$ cat src/hw/rtl/cfe_pkg.sv
`timescale 1ns / 1ps

package cfe_pkg;

   // input word kinds
   localparam logic [1:0] KIND_CMD  = 2'd0;
   localparam logic [1:0] KIND_BYTE = 2'd1;
   localparam logic [1:0] KIND_TICK = 2'd2;

   // result word kinds
   localparam logic [1:0] OUT_TX     = 2'd0;
   localparam logic [1:0] OUT_DATA   = 2'd1;
   localparam logic [1:0] OUT_STATUS = 2'd2;

   // status codes
   localparam logic [3:0] ST_OK       = 4'd0;
   localparam logic [3:0] ST_HEADER   = 4'd1;
   localparam logic [3:0] ST_LENGTH   = 4'd2;
   localparam logic [3:0] ST_SEQ      = 4'd3;
   localparam logic [3:0] ST_TYPE     = 4'd4;
   localparam logic [3:0] ST_CHECKSUM = 4'd5;
   localparam logic [3:0] ST_TRAILER  = 4'd6;
   localparam logic [3:0] ST_TIMEOUT  = 4'd7;
   localparam logic [3:0] ST_BUSY     = 4'd8;

   // frame bytes
   localparam logic [7:0] SYNC_START = 8'hFC;
   localparam logic [7:0] SYNC_HEAD  = 8'hFD;
   localparam logic [7:0] SYNC_TAIL  = 8'hFE;
   localparam logic [7:0] TX_LEN     = 8'h0B;
   localparam logic [7:0] RX_LEN     = 8'h19;

   localparam logic [15:0] TIMEOUT_RESET = 16'd1000;

   localparam int STORE_DEPTH = 22;
   localparam int STORE_AW    = 5;
   localparam int QUEUE_DEPTH_DEF = 2;

   // transmit frame positions
   localparam logic [3:0] FR_SEQ      = 4'd3;
   localparam logic [3:0] FR_TYPE     = 4'd4;
   localparam logic [3:0] FR_PAY      = 4'd5;
   localparam logic [3:0] FR_SUM_LAST = 4'd12;
   localparam logic [3:0] FR_CSUM     = 4'd13;
   localparam logic [3:0] FR_TAIL0    = 4'd14;
   localparam logic [3:0] FR_LAST     = 4'd15;

   // receive frame positions
   localparam logic [4:0] RX_HEAD0     = 5'd0;
   localparam logic [4:0] RX_HEAD1     = 5'd1;
   localparam logic [4:0] RX_LENPOS    = 5'd2;
   localparam logic [4:0] RX_SEQPOS    = 5'd3;
   localparam logic [4:0] RX_TYPEPOS   = 5'd4;
   localparam logic [4:0] RX_DATA0     = 5'd5;
   localparam logic [4:0] RX_DATA_LAST = 5'd26;
   localparam logic [4:0] RX_CSUMPOS   = 5'd27;
   localparam logic [4:0] RX_TAIL0     = 5'd28;
   localparam logic [4:0] RX_LAST      = 5'd29;

   typedef enum logic [1:0] {
      JOB_FRAME,
      JOB_RESP,
      JOB_STATUS
   } job_kind_type;

   typedef struct packed {
      job_kind_type kind;
      logic [7:0]   seq;
      logic [7:0]   ctype;
      logic [63:0]  payload;
      logic [4:0]   rlen;
      logic [3:0]   status;
   } job_type;

   typedef struct packed {
      logic                en;
      logic [STORE_AW-1:0] addr;
      logic [7:0]          data;
   } store_wr_type;

   typedef struct packed {
      logic full;
      logic empty;
   } queue_stat_type;

   typedef enum logic [2:0] {
      BK_IDLE,
      BK_FRAME,
      BK_PRIME,
      BK_DATA,
      BK_STATUS
   } back_state_type;

endpackage

$ cat src/hw/rtl/cfe_queue.sv
`timescale 1ns / 1ps

module cfe_queue #(
   parameter int DEPTH = cfe_pkg::QUEUE_DEPTH_DEF
) (
   input  logic                    clock,
   input  logic                    reset,
   input  logic                    push,
   input  cfe_pkg::job_type        job_wr,
   input  logic                    pop,
   output cfe_pkg::job_type        job_head,
   output cfe_pkg::queue_stat_type stat
);
   import cfe_pkg::*;

   localparam int PW = (DEPTH > 1) ? $clog2(DEPTH) : 1;
   localparam int CW = $clog2(DEPTH + 1);
   localparam logic [PW-1:0] PTR_LAST = PW'(DEPTH - 1);
   localparam logic [CW-1:0] CNT_FULL = CW'(DEPTH);

   job_type         entry_ff [DEPTH];
   logic [PW-1:0]   wr_ptr_ff, wr_ptr_in;
   logic [PW-1:0]   rd_ptr_ff, rd_ptr_in;
   logic [CW-1:0]   cnt_ff, cnt_in;
   logic            do_push, do_pop;

   always_comb begin
      stat.full  = (cnt_ff == CNT_FULL);
      stat.empty = (cnt_ff == '0);
      do_push    = push & ~stat.full;
      do_pop     = pop & ~stat.empty;
      job_head   = entry_ff[rd_ptr_ff];
      wr_ptr_in  = wr_ptr_ff;
      rd_ptr_in  = rd_ptr_ff;
      cnt_in     = cnt_ff;
      if (do_push) begin
         wr_ptr_in = (wr_ptr_ff == PTR_LAST) ? '0 : wr_ptr_ff + PW'(1);
      end
      if (do_pop) begin
         rd_ptr_in = (rd_ptr_ff == PTR_LAST) ? '0 : rd_ptr_ff + PW'(1);
      end
      if (do_push && !do_pop) begin
         cnt_in = cnt_ff + CW'(1);
      end else if (do_pop && !do_push) begin
         cnt_in = cnt_ff - CW'(1);
      end
   end

   always_ff @(posedge clock) begin
      if (reset) begin
         wr_ptr_ff <= '0;
         rd_ptr_ff <= '0;
         cnt_ff    <= '0;
      end else begin
         wr_ptr_ff <= wr_ptr_in;
         rd_ptr_ff <= rd_ptr_in;
         cnt_ff    <= cnt_in;
      end
   end

   always_ff @(posedge clock) begin
      if (do_push) begin
         entry_ff[wr_ptr_ff] <= job_wr;
      end
   end

endmodule

$ cat src/hw/rtl/cfe_front.sv
`timescale 1ns / 1ps

module cfe_front (
   input  logic                    clock,
   input  logic                    reset,
   input  logic                    req_valid,
   output logic                    req_ready,
   input  logic [1:0]              req_kind,
   input  logic [7:0]              req_cmd_type,
   input  logic [63:0]             req_payload,
   input  logic [3:0]              req_payload_len,
   input  logic [4:0]              req_resp_len,
   input  logic [7:0]              req_rx_byte,
   input  logic                    csr_wr_en,
   input  logic [15:0]             csr_wr_data,
   input  cfe_pkg::queue_stat_type q_stat,
   input  logic                    resp_done,
   output logic                    push,
   output cfe_pkg::job_type        job_wr,
   output cfe_pkg::store_wr_type   store_wr,
   output logic                    hold
);
   import cfe_pkg::*;

   logic [15:0] timeout_ff, timeout_in;
   logic [7:0]  seq_ff, seq_in;
   logic        await_ff, await_in;
   logic [7:0]  ptype_ff, ptype_in;
   logic [4:0]  prlen_ff, prlen_in;
   logic [4:0]  rxcnt_ff, rxcnt_in;
   logic [7:0]  rxsum_ff, rxsum_in;
   logic [3:0]  ferr_ff, ferr_in;
   logic [15:0] tick_ff, tick_in;
   logic        hold_ff, hold_in;

   logic        accept;
   logic [63:0] pay_masked;
   logic [4:0]  rlen_clip;
   logic [3:0]  err_now;
   logic [3:0]  err_sel;
   logic [15:0] tick_next;

   assign req_ready = ~q_stat.full & ~hold_ff;
   assign hold      = hold_ff;
   assign accept    = req_valid & req_ready;

   always_comb begin
      for (int i = 0; i < 8; i++) begin
         pay_masked[i*8 +: 8] = (4'(i) < req_payload_len) ? req_payload[i*8 +: 8] : 8'h00;
      end
      rlen_clip = (req_resp_len > 5'(STORE_DEPTH)) ? 5'(STORE_DEPTH) : req_resp_len;
      tick_next = (tick_ff != 16'hFFFF) ? tick_ff + 16'd1 : tick_ff;

      err_now = ST_OK;
      case (rxcnt_ff)
         RX_HEAD0:   if (req_rx_byte != SYNC_START) err_now = ST_HEADER;
         RX_HEAD1:   if (req_rx_byte != SYNC_HEAD) err_now = ST_HEADER;
         RX_LENPOS:  if (req_rx_byte != RX_LEN) err_now = ST_LENGTH;
         RX_SEQPOS:  if (req_rx_byte != seq_ff) err_now = ST_SEQ;
         RX_TYPEPOS: if (req_rx_byte != ptype_ff) err_now = ST_TYPE;
         RX_CSUMPOS: if (req_rx_byte != rxsum_ff) err_now = ST_CHECKSUM;
         RX_TAIL0:   if (req_rx_byte != SYNC_START) err_now = ST_TRAILER;
         RX_LAST:    if (req_rx_byte != SYNC_TAIL) err_now = ST_TRAILER;
         default:    err_now = ST_OK;
      endcase
      err_sel = (ferr_ff != ST_OK) ? ferr_ff : err_now;
   end

   always_comb begin
      timeout_in = csr_wr_en ? csr_wr_data : timeout_ff;
      seq_in     = seq_ff;
      await_in   = await_ff;
      ptype_in   = ptype_ff;
      prlen_in   = prlen_ff;
      rxcnt_in   = rxcnt_ff;
      rxsum_in   = rxsum_ff;
      ferr_in    = ferr_ff;
      tick_in    = tick_ff;
      hold_in    = hold_ff & ~resp_done;
      push       = 1'b0;
      job_wr     = '0;
      store_wr   = '0;

      if (accept) begin
         case (req_kind)
            KIND_CMD: begin
               push = 1'b1;
               if (await_ff) begin
                  job_wr.kind   = JOB_STATUS;
                  job_wr.status = ST_BUSY;
               end else begin
                  seq_in         = seq_ff + 8'd1;
                  job_wr.kind    = JOB_FRAME;
                  job_wr.seq     = seq_ff + 8'd1;
                  job_wr.ctype   = req_cmd_type;
                  job_wr.payload = pay_masked;
                  await_in       = 1'b1;
                  ptype_in       = req_cmd_type;
                  prlen_in       = rlen_clip;
                  rxcnt_in       = '0;
                  rxsum_in       = '0;
                  ferr_in        = ST_OK;
                  tick_in        = '0;
               end
            end
            KIND_BYTE: begin
               if (await_ff) begin
                  if (rxcnt_ff >= RX_LENPOS && rxcnt_ff <= RX_DATA_LAST) begin
                     rxsum_in = rxsum_ff + req_rx_byte;
                  end
                  if (rxcnt_ff >= RX_DATA0 && rxcnt_ff <= RX_DATA_LAST) begin
                     store_wr.en   = 1'b1;
                     store_wr.addr = rxcnt_ff - RX_DATA0;
                     store_wr.data = req_rx_byte;
                  end
                  ferr_in = err_sel;
                  if (rxcnt_ff != RX_LAST) begin
                     rxcnt_in = rxcnt_ff + 5'd1;
                  end else begin
                     await_in      = 1'b0;
                     rxcnt_in      = '0;
                     push          = 1'b1;
                     job_wr.status = err_sel;
                     job_wr.rlen   = prlen_ff;
                     if (err_sel == ST_OK && prlen_ff != '0) begin
                        job_wr.kind = JOB_RESP;
                        hold_in     = 1'b1;
                     end else begin
                        job_wr.kind = JOB_STATUS;
                     end
                  end
               end
            end
            KIND_TICK: begin
               if (await_ff) begin
                  tick_in = tick_next;
                  if (tick_next >= timeout_ff) begin
                     await_in      = 1'b0;
                     push          = 1'b1;
                     job_wr.kind   = JOB_STATUS;
                     job_wr.status = ST_TIMEOUT;
                  end
               end
            end
            default: begin
            end
         endcase
      end
   end

   always_ff @(posedge clock) begin
      if (reset) begin
         timeout_ff <= TIMEOUT_RESET;
         seq_ff     <= '0;
         await_ff   <= 1'b0;
         ptype_ff   <= '0;
         prlen_ff   <= '0;
         rxcnt_ff   <= '0;
         rxsum_ff   <= '0;
         ferr_ff    <= ST_OK;
         tick_ff    <= '0;
         hold_ff    <= 1'b0;
      end else begin
         timeout_ff <= timeout_in;
         seq_ff     <= seq_in;
         await_ff   <= await_in;
         ptype_ff   <= ptype_in;
         prlen_ff   <= prlen_in;
         rxcnt_ff   <= rxcnt_in;
         rxsum_ff   <= rxsum_in;
         ferr_ff    <= ferr_in;
         tick_ff    <= tick_in;
         hold_ff    <= hold_in;
      end
   end

endmodule

$ cat src/hw/rtl/cfe_back.sv
`timescale 1ns / 1ps

module cfe_back (
   input  logic                    clock,
   input  logic                    reset,
   input  cfe_pkg::job_type        job_head,
   input  cfe_pkg::queue_stat_type q_stat,
   output logic                    pop,
   input  cfe_pkg::store_wr_type   store_wr,
   output logic                    resp_done,
   output logic                    rsp_valid,
   input  logic                    rsp_ready,
   output logic [1:0]              rsp_out_kind,
   output logic [7:0]              rsp_byte_value,
   output logic [3:0]              rsp_status,
   output logic                    rsp_last
);
   import cfe_pkg::*;

   logic [7:0]          store_mem [STORE_DEPTH];
   logic [7:0]          rd_data_ff;
   logic [STORE_AW-1:0] rd_addr;

   back_state_type state_ff, state_in;
   job_type        job_ff, job_in;
   logic [4:0]     idx_ff, idx_in;
   logic [7:0]     sum_ff, sum_in;

   logic           rsp_valid_ff, rsp_valid_in;
   logic [1:0]     kind_ff, kind_in;
   logic [7:0]     byte_ff, byte_in;
   logic [3:0]     status_ff, status_in;
   logic           last_ff, last_in;

   logic           load;
   logic           out_load;
   logic [3:0]     fpos;
   logic [3:0]     poff;
   logic [7:0]     fbyte;

   assign load = ~rsp_valid_ff | rsp_ready;

   // transmit frame byte at the current position
   always_comb begin
      fpos = idx_ff[3:0];
      poff = fpos - FR_PAY;
      case (fpos)
         4'd0:     fbyte = SYNC_START;
         4'd1:     fbyte = SYNC_HEAD;
         4'd2:     fbyte = TX_LEN;
         FR_SEQ:   fbyte = job_ff.seq;
         FR_TYPE:  fbyte = job_ff.ctype;
         FR_CSUM:  fbyte = sum_ff;
         FR_TAIL0: fbyte = SYNC_START;
         FR_LAST:  fbyte = SYNC_TAIL;
         default:  fbyte = job_ff.payload[{poff[2:0], 3'b000} +: 8];
      endcase
   end

   always_comb begin
      state_in = state_ff;
      case (state_ff)
         BK_IDLE: begin
            if (!q_stat.empty) begin
               case (job_head.kind)
                  JOB_FRAME: state_in = BK_FRAME;
                  JOB_RESP:  state_in = BK_PRIME;
                  default:   state_in = BK_STATUS;
               endcase
            end
         end
         BK_FRAME: if (load && fpos == FR_LAST) state_in = BK_IDLE;
         BK_PRIME: state_in = BK_DATA;
         BK_DATA:  if (load && idx_ff == job_ff.rlen - 5'd1) state_in = BK_STATUS;
         BK_STATUS: if (load) state_in = BK_IDLE;
         default:  state_in = BK_IDLE;
      endcase
   end

   always_comb begin
      pop       = 1'b0;
      resp_done = 1'b0;
      job_in    = job_ff;
      idx_in    = idx_ff;
      sum_in    = sum_ff;
      rd_addr   = '0;
      out_load  = 1'b0;
      kind_in   = OUT_TX;
      byte_in   = 8'h00;
      status_in = ST_OK;
      last_in   = 1'b0;
      case (state_ff)
         BK_IDLE: begin
            if (!q_stat.empty) begin
               pop    = 1'b1;
               job_in = job_head;
               idx_in = '0;
               sum_in = '0;
            end
         end
         BK_FRAME: begin
            if (load) begin
               out_load = 1'b1;
               byte_in  = fbyte;
               last_in  = (fpos == FR_LAST);
               idx_in   = idx_ff + 5'd1;
               if (fpos >= 4'd2 && fpos <= FR_SUM_LAST) begin
                  sum_in = sum_ff + fbyte;
               end
            end
         end
         BK_PRIME: begin
            rd_addr = '0;
         end
         BK_DATA: begin
            rd_addr = idx_ff;
            if (load) begin
               out_load = 1'b1;
               kind_in  = OUT_DATA;
               byte_in  = rd_data_ff;
               idx_in   = idx_ff + 5'd1;
               if (idx_ff + 5'd1 < job_ff.rlen) begin
                  rd_addr = idx_ff + 5'd1;
               end
            end
         end
         BK_STATUS: begin
            if (load) begin
               out_load  = 1'b1;
               kind_in   = OUT_STATUS;
               status_in = job_ff.status;
               last_in   = 1'b1;
               resp_done = (job_ff.kind == JOB_RESP);
            end
         end
         default: begin
         end
      endcase
      rsp_valid_in = load ? out_load : rsp_valid_ff;
   end

   always_ff @(posedge clock) begin
      if (store_wr.en) begin
         store_mem[store_wr.addr] <= store_wr.data;
      end
      rd_data_ff <= store_mem[rd_addr];
   end

   always_ff @(posedge clock) begin
      if (reset) begin
         state_ff     <= BK_IDLE;
         rsp_valid_ff <= 1'b0;
      end else begin
         state_ff     <= state_in;
         rsp_valid_ff <= rsp_valid_in;
      end
   end

   always_ff @(posedge clock) begin
      job_ff <= job_in;
      idx_ff <= idx_in;
      sum_ff <= sum_in;
      if (out_load) begin
         kind_ff   <= kind_in;
         byte_ff   <= byte_in;
         status_ff <= status_in;
         last_ff   <= last_in;
      end
   end

   assign rsp_valid      = rsp_valid_ff;
   assign rsp_out_kind   = kind_ff;
   assign rsp_byte_value = byte_ff;
   assign rsp_status     = status_ff;
   assign rsp_last       = last_ff;

endmodule

$ cat src/hw/rtl/command_frame_exchanger.sv
// Channel   Ports   Flow          Word
// req       req_*   valid/ready   command, received byte or time tick
// rsp       rsp_*   valid/ready   transmit byte, response data byte or status
// csr       csr_*   write only    timeout_ticks, 16 bits
//
// Front takes one input word per cycle while the job queue has room and no hold.
// Back drains one job at a time: it takes the job from the queue, primes the
// store read for a response, then issues one result word per cycle while
// rsp_ready allows. A command gives 16 transmit bytes.
// After a good response with data, input stalls until its status word is issued.
// Synchronous active-high reset; no clearing pass.
`timescale 1ns / 1ps

module command_frame_exchanger #(
   parameter int QUEUE_DEPTH = cfe_pkg::QUEUE_DEPTH_DEF
) (
   input  logic        clock,
   input  logic        reset,
   input  logic        req_valid,
   output logic        req_ready,
   input  logic [1:0]  req_kind,
   input  logic [7:0]  req_cmd_type,
   input  logic [63:0] req_payload,
   input  logic [3:0]  req_payload_len,
   input  logic [4:0]  req_resp_len,
   input  logic [7:0]  req_rx_byte,
   output logic        rsp_valid,
   input  logic        rsp_ready,
   output logic [1:0]  rsp_out_kind,
   output logic [7:0]  rsp_byte_value,
   output logic [3:0]  rsp_status,
   output logic        rsp_last,
   input  logic        csr_wr_en,
   input  logic [15:0] csr_wr_data
);
   import cfe_pkg::*;

   queue_stat_type q_stat;
   job_type        job_wr;
   job_type        job_head;
   store_wr_type   store_wr;
   logic           push;
   logic           pop;
   logic           resp_done;
   logic           hold;

   cfe_front u_front (
      .clock           (clock),
      .reset           (reset),
      .req_valid       (req_valid),
      .req_ready       (req_ready),
      .req_kind        (req_kind),
      .req_cmd_type    (req_cmd_type),
      .req_payload     (req_payload),
      .req_payload_len (req_payload_len),
      .req_resp_len    (req_resp_len),
      .req_rx_byte     (req_rx_byte),
      .csr_wr_en       (csr_wr_en),
      .csr_wr_data     (csr_wr_data),
      .q_stat          (q_stat),
      .resp_done       (resp_done),
      .push            (push),
      .job_wr          (job_wr),
      .store_wr        (store_wr),
      .hold            (hold)
   );

   cfe_queue #(
      .DEPTH (QUEUE_DEPTH)
   ) u_queue (
      .clock    (clock),
      .reset    (reset),
      .push     (push),
      .job_wr   (job_wr),
      .pop      (pop),
      .job_head (job_head),
      .stat     (q_stat)
   );

   cfe_back u_back (
      .clock          (clock),
      .reset          (reset),
      .job_head       (job_head),
      .q_stat         (q_stat),
      .pop            (pop),
      .store_wr       (store_wr),
      .resp_done      (resp_done),
      .rsp_valid      (rsp_valid),
      .rsp_ready      (rsp_ready),
      .rsp_out_kind   (rsp_out_kind),
      .rsp_byte_value (rsp_byte_value),
      .rsp_status     (rsp_status),
      .rsp_last       (rsp_last)
   );

`ifndef SYNTHESIS
   a_no_overflow: assert property (@(posedge clock) disable iff (reset)
      push |-> !q_stat.full)
      else $error("job queue overflow");

   a_no_underflow: assert property (@(posedge clock) disable iff (reset)
      pop |-> !q_stat.empty)
      else $error("job queue underflow");

   a_done_in_hold: assert property (@(posedge clock) disable iff (reset)
      resp_done |-> hold)
      else $error("response drained without a held front");

   a_store_quiet: assert property (@(posedge clock) disable iff (reset)
      hold |-> !store_wr.en)
      else $error("response store written while being read");
`endif

endmodule

$ cat config.mk
export PLATFORM = sky130hd
export DESIGN_NAME = command_frame_exchanger
export DESIGN_NICKNAME = d
export VERILOG_FILES = /design/src/hw/rtl/cfe_pkg.sv /design/src/hw/rtl/cfe_queue.sv /design/src/hw/rtl/cfe_front.sv /design/src/hw/rtl/cfe_back.sv /design/src/hw/rtl/command_frame_exchanger.sv
export SDC_FILE = /design/constraint.sdc
export NUM_CORES = 1
export LEC_CHECK = 0
export BUFFER_PORTS_ARGS = -buffer_cell sky130_fd_sc_hd__clkbuf_2
export CAP_MARGIN = 10
export CORE_ASPECT_RATIO = 1.5
export CORE_MARGIN = 3
export CORE_UTILIZATION = 55
export CTS_BUF_LIST = sky130_fd_sc_hd__clkbuf_4
export DETAILED_ROUTE_END_ITERATION = 8
export GPL_ROUTABILITY_DRIVEN = 0
export PLACE_DENSITY_LB_ADDON = 0.12
export RECOVER_POWER = 50
export SKIP_LAST_GASP = 1
export SYNTH_ARGS = -nofsm -noshare
export SYNTH_HDL_FRONTEND = slang
export SYNTH_SLANG_ARGS = --single-unit
$ cat constraint.sdc
create_clock -name clock -period 23.1 [get_ports clock]
set_input_delay 4.62 -clock clock [delete_from_list [all_inputs] [get_ports clock]]
set_output_delay 4.62 -clock clock [all_outputs]
set_load 0.05 [all_outputs]
==> flow_summary.yaml, run 1 <==
outcome:
  status: "finished, violations left"
  failed_checks: "capacitance limit, slew limit"
setup_path:
  crit_path_cell_trace: "clkbuf_2 > clkbuf_1 > inv_1 > o2111a_1 > a311o_1"
  worstSetupPathType: "in -> reg"
  worstPathArrival_ps: 8610
  worst_ep_required_time_ps: 23770
  path_max_fanout: 67
  critPathLaunchType: "input pin"
  slowest_delay_ps: 2190
  cpLargestDelayFamily: "buffers and inverters"
  slowest_stage: "clkbuf_1"
  cp_num_buf_inv: 3
  cp-end-kind: "flip-flop"
sta:
  rsz0062_at_grt: "no"
  maxSlewHeadroom_pct: -201.9
  hold_viol: 0
  worst_pin_slew_ps: 4529
  drv_slew: 332
  tns_ps: 0
  fin_skew_ps: 56.75
  fmax_ghz: 0.1260
  period_share_pct: 34.36
  setup_viol: 0
  period_needed_ps: 7938
synthesis:
  ys_seq_area_share_pct: 64.84
  syn_inst: 1909
  syn_nets: 2074
  synth_edf_count: 477
  ys_seq_elements: 566
  synthFlopType: "edfxtp_1"
  ys_warn_count: 0
  netlist_area_sq_um: 24840
  avgSynthCellArea_sq_um: 13.01
  async_flop_share_pct: 0
  ys_types: 79
floorplan:
  start_util_pct: 56.17
  io_pins: 129
  num_rows: 94
  die_x_um: 179.5
  die_h_um: 266.3
  die-area_sq_um: 47800
  core-area_sq_um: 44220
clock_tree:
  ctsLongestPathBuffers: 3
  clk_latency_ps: 840
  clk_pin_slew_ps: 70
  post_cts_buffers: 0
  cts_tree: "done"
  cts_sinks: 566
  clockRootBuffer: "clkbuf_4"
  cts_max_level: 4
  tritoncts.num_buffers: 135
  cts_hold_buf: 0
  cts_resized: 0
pwr:
  p_leak_nw: 9.972
  power.density_nw_per_um2: 105.6
  ir_worst_vdd_mv: 0.06352
  power.total_mw: 2.928
detailed_routing:
  drt_iter0_drc: 1228
  drc: 0
  ant_nets: 0
  drt_first_pass_iters: 6
  wire_per_inst_um: 21.04
  via_count: 16090
  drt-vias-per-instance: 5.793
  drt-total-wl_um: 58450
grt:
  grt_remaining_overflow: 0
  first_global_vias: 16350
  antenna_found_initial: 2
  grtUsageTotal_pct: 24.38
  grt_pass1_wl_um: 90380
  grt_max_degree: 82
cells_and_area:
  final_nets: 2266
  fill_cells: 3587
  synthToLayoutAreaGrowth_pct: 11.60
  layout-drive-gt1-share_pct: 20.55
job:
  maxCapViolations: 7
placed_design:
  dp_hpwl_um: 39560
  port_buffers: 128
worst_hold_path:
  hp-class: "reg -> reg"
-- final timing paths --
path              cells after the start                              from  slack, ps                          endpoint
setup / recovery                      5                             reset      15160  u_front.rxsum_ff[7]$_SDFFE_PP0P_
hold / removal                        2  u_front.rxsum_ff[4]$_SDFFE_PP0P_        460  u_front.rxsum_ff[4]$_SDFFE_PP0P_
setup reg to reg                     15    u_back.idx_ff[0]$_SDFFCE_PN0P_      15780    u_back.sum_ff[6]$_SDFFCE_PN0P_
hold reg to reg                       2  u_front.rxsum_ff[4]$_SDFFE_PP0P_        460  u_front.rxsum_ff[4]$_SDFFE_PP0P_
-- sequential cells by signal, indices dropped and copies added (netlist names), 8 cells and up, named ones only --
| register | count |
|---|---|
| u_front.seq_ff | 8 |
| u_front.timeout_ff | 16 |
| u_back.sum_ff | 8 |
| u_queue.entry_ff | 182 |
| u_back.rsp_byte_value | 8 |
| u_front.tick_ff | 16 |
| u_back.job_ff | 91 |
| u_back.rd_data_ff | 8 |
| u_back.store_mem | 176 |
| u_front.rxsum_ff | 8 |
| u_front.ptype_ff | 8 |
-- cell families (layout without fill, tap and decap cells) --
logic type / after synthesis / in the layout / synth area share, %
flip-flops: 566 / 566 / 64.84
adder cells (fa/ha/maj): 53 / 53 / 2.730
multiplexers: 155 / 155 / 7.551
buffers and inverters: 140 / 431 / 2.287
AND/OR/NAND/NOR: 609 / 609 / 11.92
other: 0 / 2 / 0
XOR/XNOR: 70 / 70 / 2.468
AO/OA/AOI/OAI: 316 / 316 / 8.196
-- cell usage after synthesis (4+ instances only) --
library cell,number,share of area (%)
a22o_1,11,0.39
mux4_2,16,1.5
a311oi_1,6,0.21
nor2b_1,16,0.40
buf_2,16,0.32
nand2_1,182,2.8
xnor2_1,29,1.0
o21ai_1,5,0.10
inv_1,48,0.73
a21o_1,27,0.82
mux2_2,92,4.2
a32oi_1,11,0.39
nand2b_1,8,0.20
clkbuf_1,60,0.91
nand3b_1,4,0.12
nand4_1,11,0.28
and3_1,17,0.43
ha_1,51,2.6
and2_1,88,2.2
nor2_1,140,2.1
o21a_1,4,0.12
o21bai_1,4,0.12
o21ai_0,42,0.85
edfxtp_1,477,58
mux2i_1,45,1.8
nand3_1,79,1.6
a22oi_1,16,0.48
xor2_1,41,1.4
or2_2,7,0.18
buf_4,6,0.18
nor3_1,23,0.46
a31oi_1,8,0.20
a21oi_1,124,2.5
buf_1,8,0.12
a211oi_1,12,0.36
nor4_1,7,0.18
o211ai_1,12,0.36
dfxtp_1,89,7.2
or3_1,7,0.18
-- metal layers --
metal	vias up	share of wire [%]	global-route usage, %	wire length, um
met2	567	53	44.47	31260
met5	-	0	0	0
met3	154	5.1	4.562	2989
met1	7846	37	27.37	21410
li1	7527	-	-	-
met4	0	4.8	12.15	2786
-- cell type report --
| cell class | instances | area [sq um] | area share, % |
|---|---|---|---|
| repair buffers | 145 | 726.9 | 2.623 |
| multi-input cells | 1203 | 8164 | 29.45 |
| diodes | 2 | 5.005 | 0.01806 |
| inverters | 50 | 188.9 | 0.6816 |
| clock buffers | 192 | 1441 | 5.200 |
| well taps | 576 | 720.7 | 2.600 |
| clock inverters | 44 | 366.6 | 1.323 |
| flip-flops and latches | 566 | 16110 | 58.10 |
-- worst register-to-register path, delay by kind of cell (launching register included) --
family / cells / cell delay [ps]
xor gates and xnor gates: 1 / 170
muxes: 2 / 720
and+or+nand+nor: 1 / 50
adders and majority gates: 3 / 1590
DFF: 1 / 320
buffers and inverters: 3 / 3230
AOI/OAI and AO/OA: 5 / 1020
-- cell usage in the layout, fill, tap and decap left out, drive strengths merged, types with 17 or more instances in the layout --
cell,instances
nor2,141
o21ai,47
clkinv,32
xnor2,29
a21oi,126
and2,89
ha,51
edfxtp,477
xor2,41
nand3,79
nand2,182
inv,50
clkbuf,329
mux2,93
nor3,23
nor2b,17
a21o,27
mux2i,46
dfxtp,89
and3,17
-- through the flow --
step | worst slack, ps | hold WS (ps) | std cells | utilization [%] | instance area (sq um)
2_1_floorplan | 12940 | 435.6 | 1909 | - | 24840
3_3_place_gp | 15100 | 444.6 | 2537 | 58.70 | 25960
3_5_place_dp | 15080 | 454.0 | 2538 | 58.71 | 25960
4_1_cts | 15960 | 463.5 | 2774 | 62.80 | 27770
5_1_grt | 14790 | 488.3 | 2778 | 62.68 | 27720
6_report | 15160 | 461.4 | 2778 | 62.68 | 27720
-- power by group --
part	switching (mW)	total (mW)	internal [mW]	leakage, nW
registers	0.0629	1.32	1.25	4.85
clock network	0.382	0.836	0.453	1.04
logic	0.484	0.775	0.291	4.08
Note: power is estimated with default switching activity, not from simulation.
==> inputs of run 2 (changes only) <==
==> constraint.sdc (replaced) <==
create_clock -name clock -period 6.65 [get_ports clock]
set_input_delay 1.33 -clock clock [delete_from_list [all_inputs] [get_ports clock]]
set_output_delay 1.33 -clock clock [all_outputs]
set_load 0.05 [all_outputs]
==> run 2 against run 1 <==
Against the previous run:
- the flow still finishes with violations (capacitance limit, slew limit)
- combinational power grew to 3.4 times the previous value
- clock skew grew 28 ps
- register-to-register slack lost 14000 ps
- non-clock buffer count grew 9
- routed wire length shrank 2.2%
- core utilization shrank 0.051 points
- via count shrank 1.3%
- flip-flop and latch count is the same
- first-iteration DRC count shrank 16%
- total power grew to 3.4 times the previous value
==> flow_summary.yaml, run 2 (synthesis results as in run 1) <==
cells_and_area:
  largestRegisters: "u_queue.entry_ff x182, u_back.store_mem x176, u_back.job_ff x91"
  largest_register_ffs: 182
  final_common_cell: "edfxtp_1"
  final_nets: 2273
  regArea_sq_um: 16110
  layout_common_cells: "edfxtp_1 (477), clkbuf_4 (196), nand2_1 (182)"
  layout-drive-gt1-share_pct: 20.53
  instances_no_fill: 2784
  multiInputGateArea_sq_um: 8159
  fill_cells: 3537
  fin_area_sq_um: 27700
  synthToLayoutAreaGrowth_pct: 11.51
  largest_register: "u_queue.entry_ff"
sta:
  fin_skew_ps: 84.78
  drv_slew: 288
  tns_ps: 0
  worst_pin_slew_ps: 3159
  rsz0062_at_grt: "no"
  period_share_pct: 77.38
  fmax_ghz: 0.1943
  maxSlewHeadroom_pct: -110.6
  period_needed_ps: 5145
  hold_viol: 0
  setup_viol: 0
pwr:
  p_leak_nw: 10.01
  power.total_mw: 10.02
  power.density_nw_per_um2: 361.6
  ir_worst_vdd_mv: 0.2080
grt:
  first_global_vias: 16270
  grt_max_degree: 77
  grt_remaining_overflow: 0
  grt_pass1_wl_um: 88450
  grtUsageTotal_pct: 23.70
  antenna_found_initial: 1
placed_design:
  place_inst: 2547
  dp_hpwl_um: 39770
  port_buffers: 128
  dpl-instance-area_sq_um: 26050
detailed_routing:
  drt-vias-per-instance: 5.708
  drt_iter0_drc: 1030
  ant_nets: 0
  drt_first_pass_iters: 7
  drc: 0
  wire_per_inst_um: 20.54
  drt-total-wl_um: 57170
  via_count: 15890
setup_path:
  cp-end-kind: "flip-flop"
  worst_ep_required_time_ps: 7050
  worstPathArrival_ps: 5550
  path_max_fanout: 19
  worstSetupPathType: "in -> reg"
  critPathLaunchType: "input pin"
clock_tree:
  clk_latency_ps: 840
  tritoncts.num_buffers: 133
  clk_pin_slew_ps: 60
  post_cts_buffers: 0
  cts_max_level: 4
  clockRootBuffer: "clkbuf_4"
  cts_hold_buf: 0
  cts_resized: 0
  cts_sinks: 566
  cts_tree: "done"
  ctsLongestPathBuffers: 3
worst_hold_path:
  hp-class: "reg -> reg"
job:
  maxCapViolations: 6
floorplan:
  num_rows: 94
  die_h_um: 266.3
  io_pins: 129
  die-area_sq_um: 47800
  core-area_sq_um: 44220
  start_util_pct: 56.17
  die_x_um: 179.5
outcome:
  status: "finished, violations left"
  failed_checks: "capacitance limit, slew limit"
## run 2: changes by cell type in the layout (fill, tap and decap cells not counted), moves of 2 or more
cell | before | now
clkbuf_4 | 192 | 196
clkinvlp_4 | 5 | 1
clkbuf_1 | 29 | 26
clkbuf_2 | 108 | 110
inv_6 | 2 | 0
buf_4 | 6 | 16
and2_1 | 27 | 25
mux2_2 | 84 | 76
bufinv_16 | 6 | 4
and2_0 | 61 | 63
clkinv_4 | 2 | 0
mux2_1 | 8 | 16
inv_2 | 1 | 5
## run 2: final timing paths
kind	from	endpoint	slack [ps]	cells after the start
max	req_kind[1]	u_back.store_mem[1][7]$_DFFE_PP_	1500	7
min	u_front.rxsum_ff[4]$_SDFFE_PP0P_	u_front.rxsum_ff[4]$_SDFFE_PP0P_	460	2
max reg2reg	u_back.idx_ff[0]$_SDFFCE_PN0P_	u_back.sum_ff[6]$_SDFFCE_PN0P_	1570	14
min reg2reg	u_front.rxsum_ff[4]$_SDFFE_PP0P_	u_front.rxsum_ff[4]$_SDFFE_PP0P_	460	2
## run 2: power by group
part / total [mW] / internal (mW) / switching (mW)
Sequential: 4.55 / 4.33 / 0.216
Combinational: 2.65 / 1.01 / 1.64
Clock: 2.82 / 1.51 / 1.31
Total: 10.0 / 6.84 / 3.17
## run 2: stage by stage
step           hold WS, ps  setup slack [ps]  utilization (%)
6_report             461.1              1505            62.63
5_1_grt              488.2              1136            62.63
4_1_cts              464.6              1826            62.80
3_5_place_dp         455.5              1862            58.90
3_3_place_gp         444.8              2017            58.90
2_1_floorplan        435.6             972.5                -
## run 2: worst max-delay path, stage by stage
cell and delay (ps):
clkbuf_1 100, inv_1 90, ha_1 390, nand2_1 230, nor4_1 1930, nand3_1 630
a21oi_1 830
## run 2: cell type report
cell class	count	share of cell area, %
repair buffers	154	2.864
clock inverters	38	0.9216
diodes	1	0.009035
well taps	576	2.602
inverters	50	0.6821
clock buffers	196	5.313
flip-flops and latches	566	58.15
multi-input cells	1203	29.46
## run 2: metal layers
layer | vias to the layer above | wire length [um] | global-route usage (%)
li1 | 7535 | - | -
met1 | 7689 | 21260 | 26.46
met2 | 515 | 30920 | 43.77
met3 | 152 | 2561 | 4.166
met4 | 0 | 2430 | 11.44
met5 | - | 0 | 0
==> inputs of run 3 (changes only) <==
==> constraint.sdc (replaced) <==
create_clock -name clock -period 5 [get_ports clock]
set_input_delay 1 -clock clock [delete_from_list [all_inputs] [get_ports clock]]
set_output_delay 1 -clock clock [all_outputs]
set_load 0.05 [all_outputs]
==> run 3 against run 2 <==
Against the previous run:
- the flow still finishes with violations (capacitance limit, slew limit)
- combinational power rose by 32%
- worst hold slack got worse by 52 ps
- critical path depth shrank 4
- critical path type is now reg -> reg
- largest cell class unchanged
==> flow_summary.yaml, run 3 (synthesis results as in run 1) <==
outcome:
  status: "finished, violations left"
  failed_checks: "capacitance limit, slew limit"
setup_path:
  worstSetupPathType: "reg -> reg"
  cp-end-kind: "flip-flop"
  worstPathArrival_ps: 4880
  r2r_slack_ps: 510
  critPathLaunchType: "flip-flop"
  path_max_fanout: 41
  worst_ep_required_time_ps: 5390
detailed_routing:
  drt_iter0_drc: 1105
  via_count: 15990
  drt-total-wl_um: 57890
  drt-vias-per-instance: 5.689
  drt_first_pass_iters: 5
  ant_nets: 0
  drc: 0
  wire_per_inst_um: 20.59
grt:
  first_global_vias: 16540
  antenna_found_initial: 1
  grt_pass1_wl_um: 90360
  grt_max_degree: 68
  grt_remaining_overflow: 0
  grtUsageTotal_pct: 24.14
sta:
  layout_setup_ws_ps: 509.3
  hold_ws_ps: 409.6
  rsz0062_at_grt: "no"
  worst_pin_slew_ps: 3200
  tns_ps: 0
  fmax_ghz: 0.2227
  fin_skew_ps: 44.74
  drv_slew: 208
  hold_viol: 0
  period_needed_ps: 4491
  period_share_pct: 89.81
  maxSlewHeadroom_pct: -113.3
  setup_viol: 0
cells_and_area:
  layout_common_cells: "edfxtp_1 (477), clkbuf_4 (185), nand2_1 (182)"
  largestRegisters: "u_queue.entry_ff x182, u_back.store_mem x176, u_back.job_ff x91"
  layout-drive-gt1-share_pct: 21.31
  largest_register_ffs: 182
  final_util_pct: 63.19
  fill_cells: 3566
  largest_register: "u_queue.entry_ff"
  synthToLayoutAreaGrowth_pct: 12.51
  final_nets: 2301
  final_common_cell: "edfxtp_1"
job:
  maxCapViolations: 4
clock_tree:
  post_cts_buffers: 0
  ctsLongestPathBuffers: 3
  cts_sinks: 566
  cts_max_level: 4
  clockRootBuffer: "clkbuf_4"
  clk_latency_ps: 810
  tritoncts.num_buffers: 134
  cts_resized: 0
  cts_tree: "done"
  clk_pin_slew_ps: 70
  cts_hold_buf: 0
floorplan:
  core-area_sq_um: 44220
  start_util_pct: 56.17
  die-area_sq_um: 47800
  die_x_um: 179.5
  num_rows: 94
  die_h_um: 266.3
  io_pins: 129
placed_design:
  dp_hpwl_um: 40170
  port_buffers: 128
  dp_slack_ps: 638.4
pwr:
  p_seq_share_pct: 45.8
  power.switching_mw: 4.196
  comb_power_share_pct: 26.2
  power.density_nw_per_um2: 476.0
  ir_worst_vdd_mv: 0.2949
  p_leak_nw: 10.14
  p_int_mw: 9.107
  p_sw_share_pct: 31.54
  power_frac_clock_pct: 28.0
worst_hold_path:
  hp-class: "in -> reg"
-- run 3: power by group through the flow --
stage	clock network [mW]	logic, mW	registers (mW)
after global placement	0	3.46	6.18
final	3.73	3.49	6.09
after global routing	4.10	3.83	6.13
after CTS	3.84	3.53	6.08
after floorplan	0	2.48	6.18
after detailed placement	0	3.51	6.18
-- run 3: cell type report --
type	instances	area, sq um	area share (%)
Clock inverter	49	330.3	1.182
Sequential cell	566	16110	57.63
Timing Repair Buffer	181	1022	3.658
Antenna cell	1	2.502	0.008955
Tap cell	576	720.7	2.579
Inverter	50	188.9	0.6761
Clock buffer	185	1389	4.970
Multi-Input combinational cell	1203	8187	29.29
-- run 3: worst max-delay path: stages (launching register included) --
cell and delay [ps]:
dfxtp_1 350, o21ai_0 970, clkinvlp_2 1900, clkbuf_2 830
-- run 3: final timing paths --
| check | start | endpoint | cells after the start |
|---|---|---|---|
| max | u_queue.cnt_ff[1]$_SDFFE_PP0P_ | u_back.job_ff[66]$_DFFE_PP_ | 3 |
| min | csr_wr_data[9] | u_front.timeout_ff[9]$_SDFFE_PP1P_ | 3 |
| max reg2reg | u_queue.cnt_ff[1]$_SDFFE_PP0P_ | u_back.job_ff[66]$_DFFE_PP_ | 3 |
| min reg2reg | u_front.prlen_ff[3]$_SDFFE_PP0P_ | u_front.prlen_ff[3]$_SDFFE_PP0P_ | 2 |
-- run 3: routing by layer --
metal / global-route usage, % / vias up / share of wire (%)
li1: - / 7611 / -
met4: 12.66 / 0 / 5.2
met1: 26.81 / 7710 / 37
met2: 44.06 / 514 / 53
met3: 4.466 / 158 / 4.6
met5: 0 / - / 0
-- run 3: metrics by stage --
stage	power, mW	cells	instance area [sq um]
final	13.30	2811	27950
after global routing	14.05	2811	27950
after CTS	13.44	2810	28020
after detailed placement	9.682	2576	26300
after global placement	9.642	2576	26300
after floorplan	8.666	1909	24850
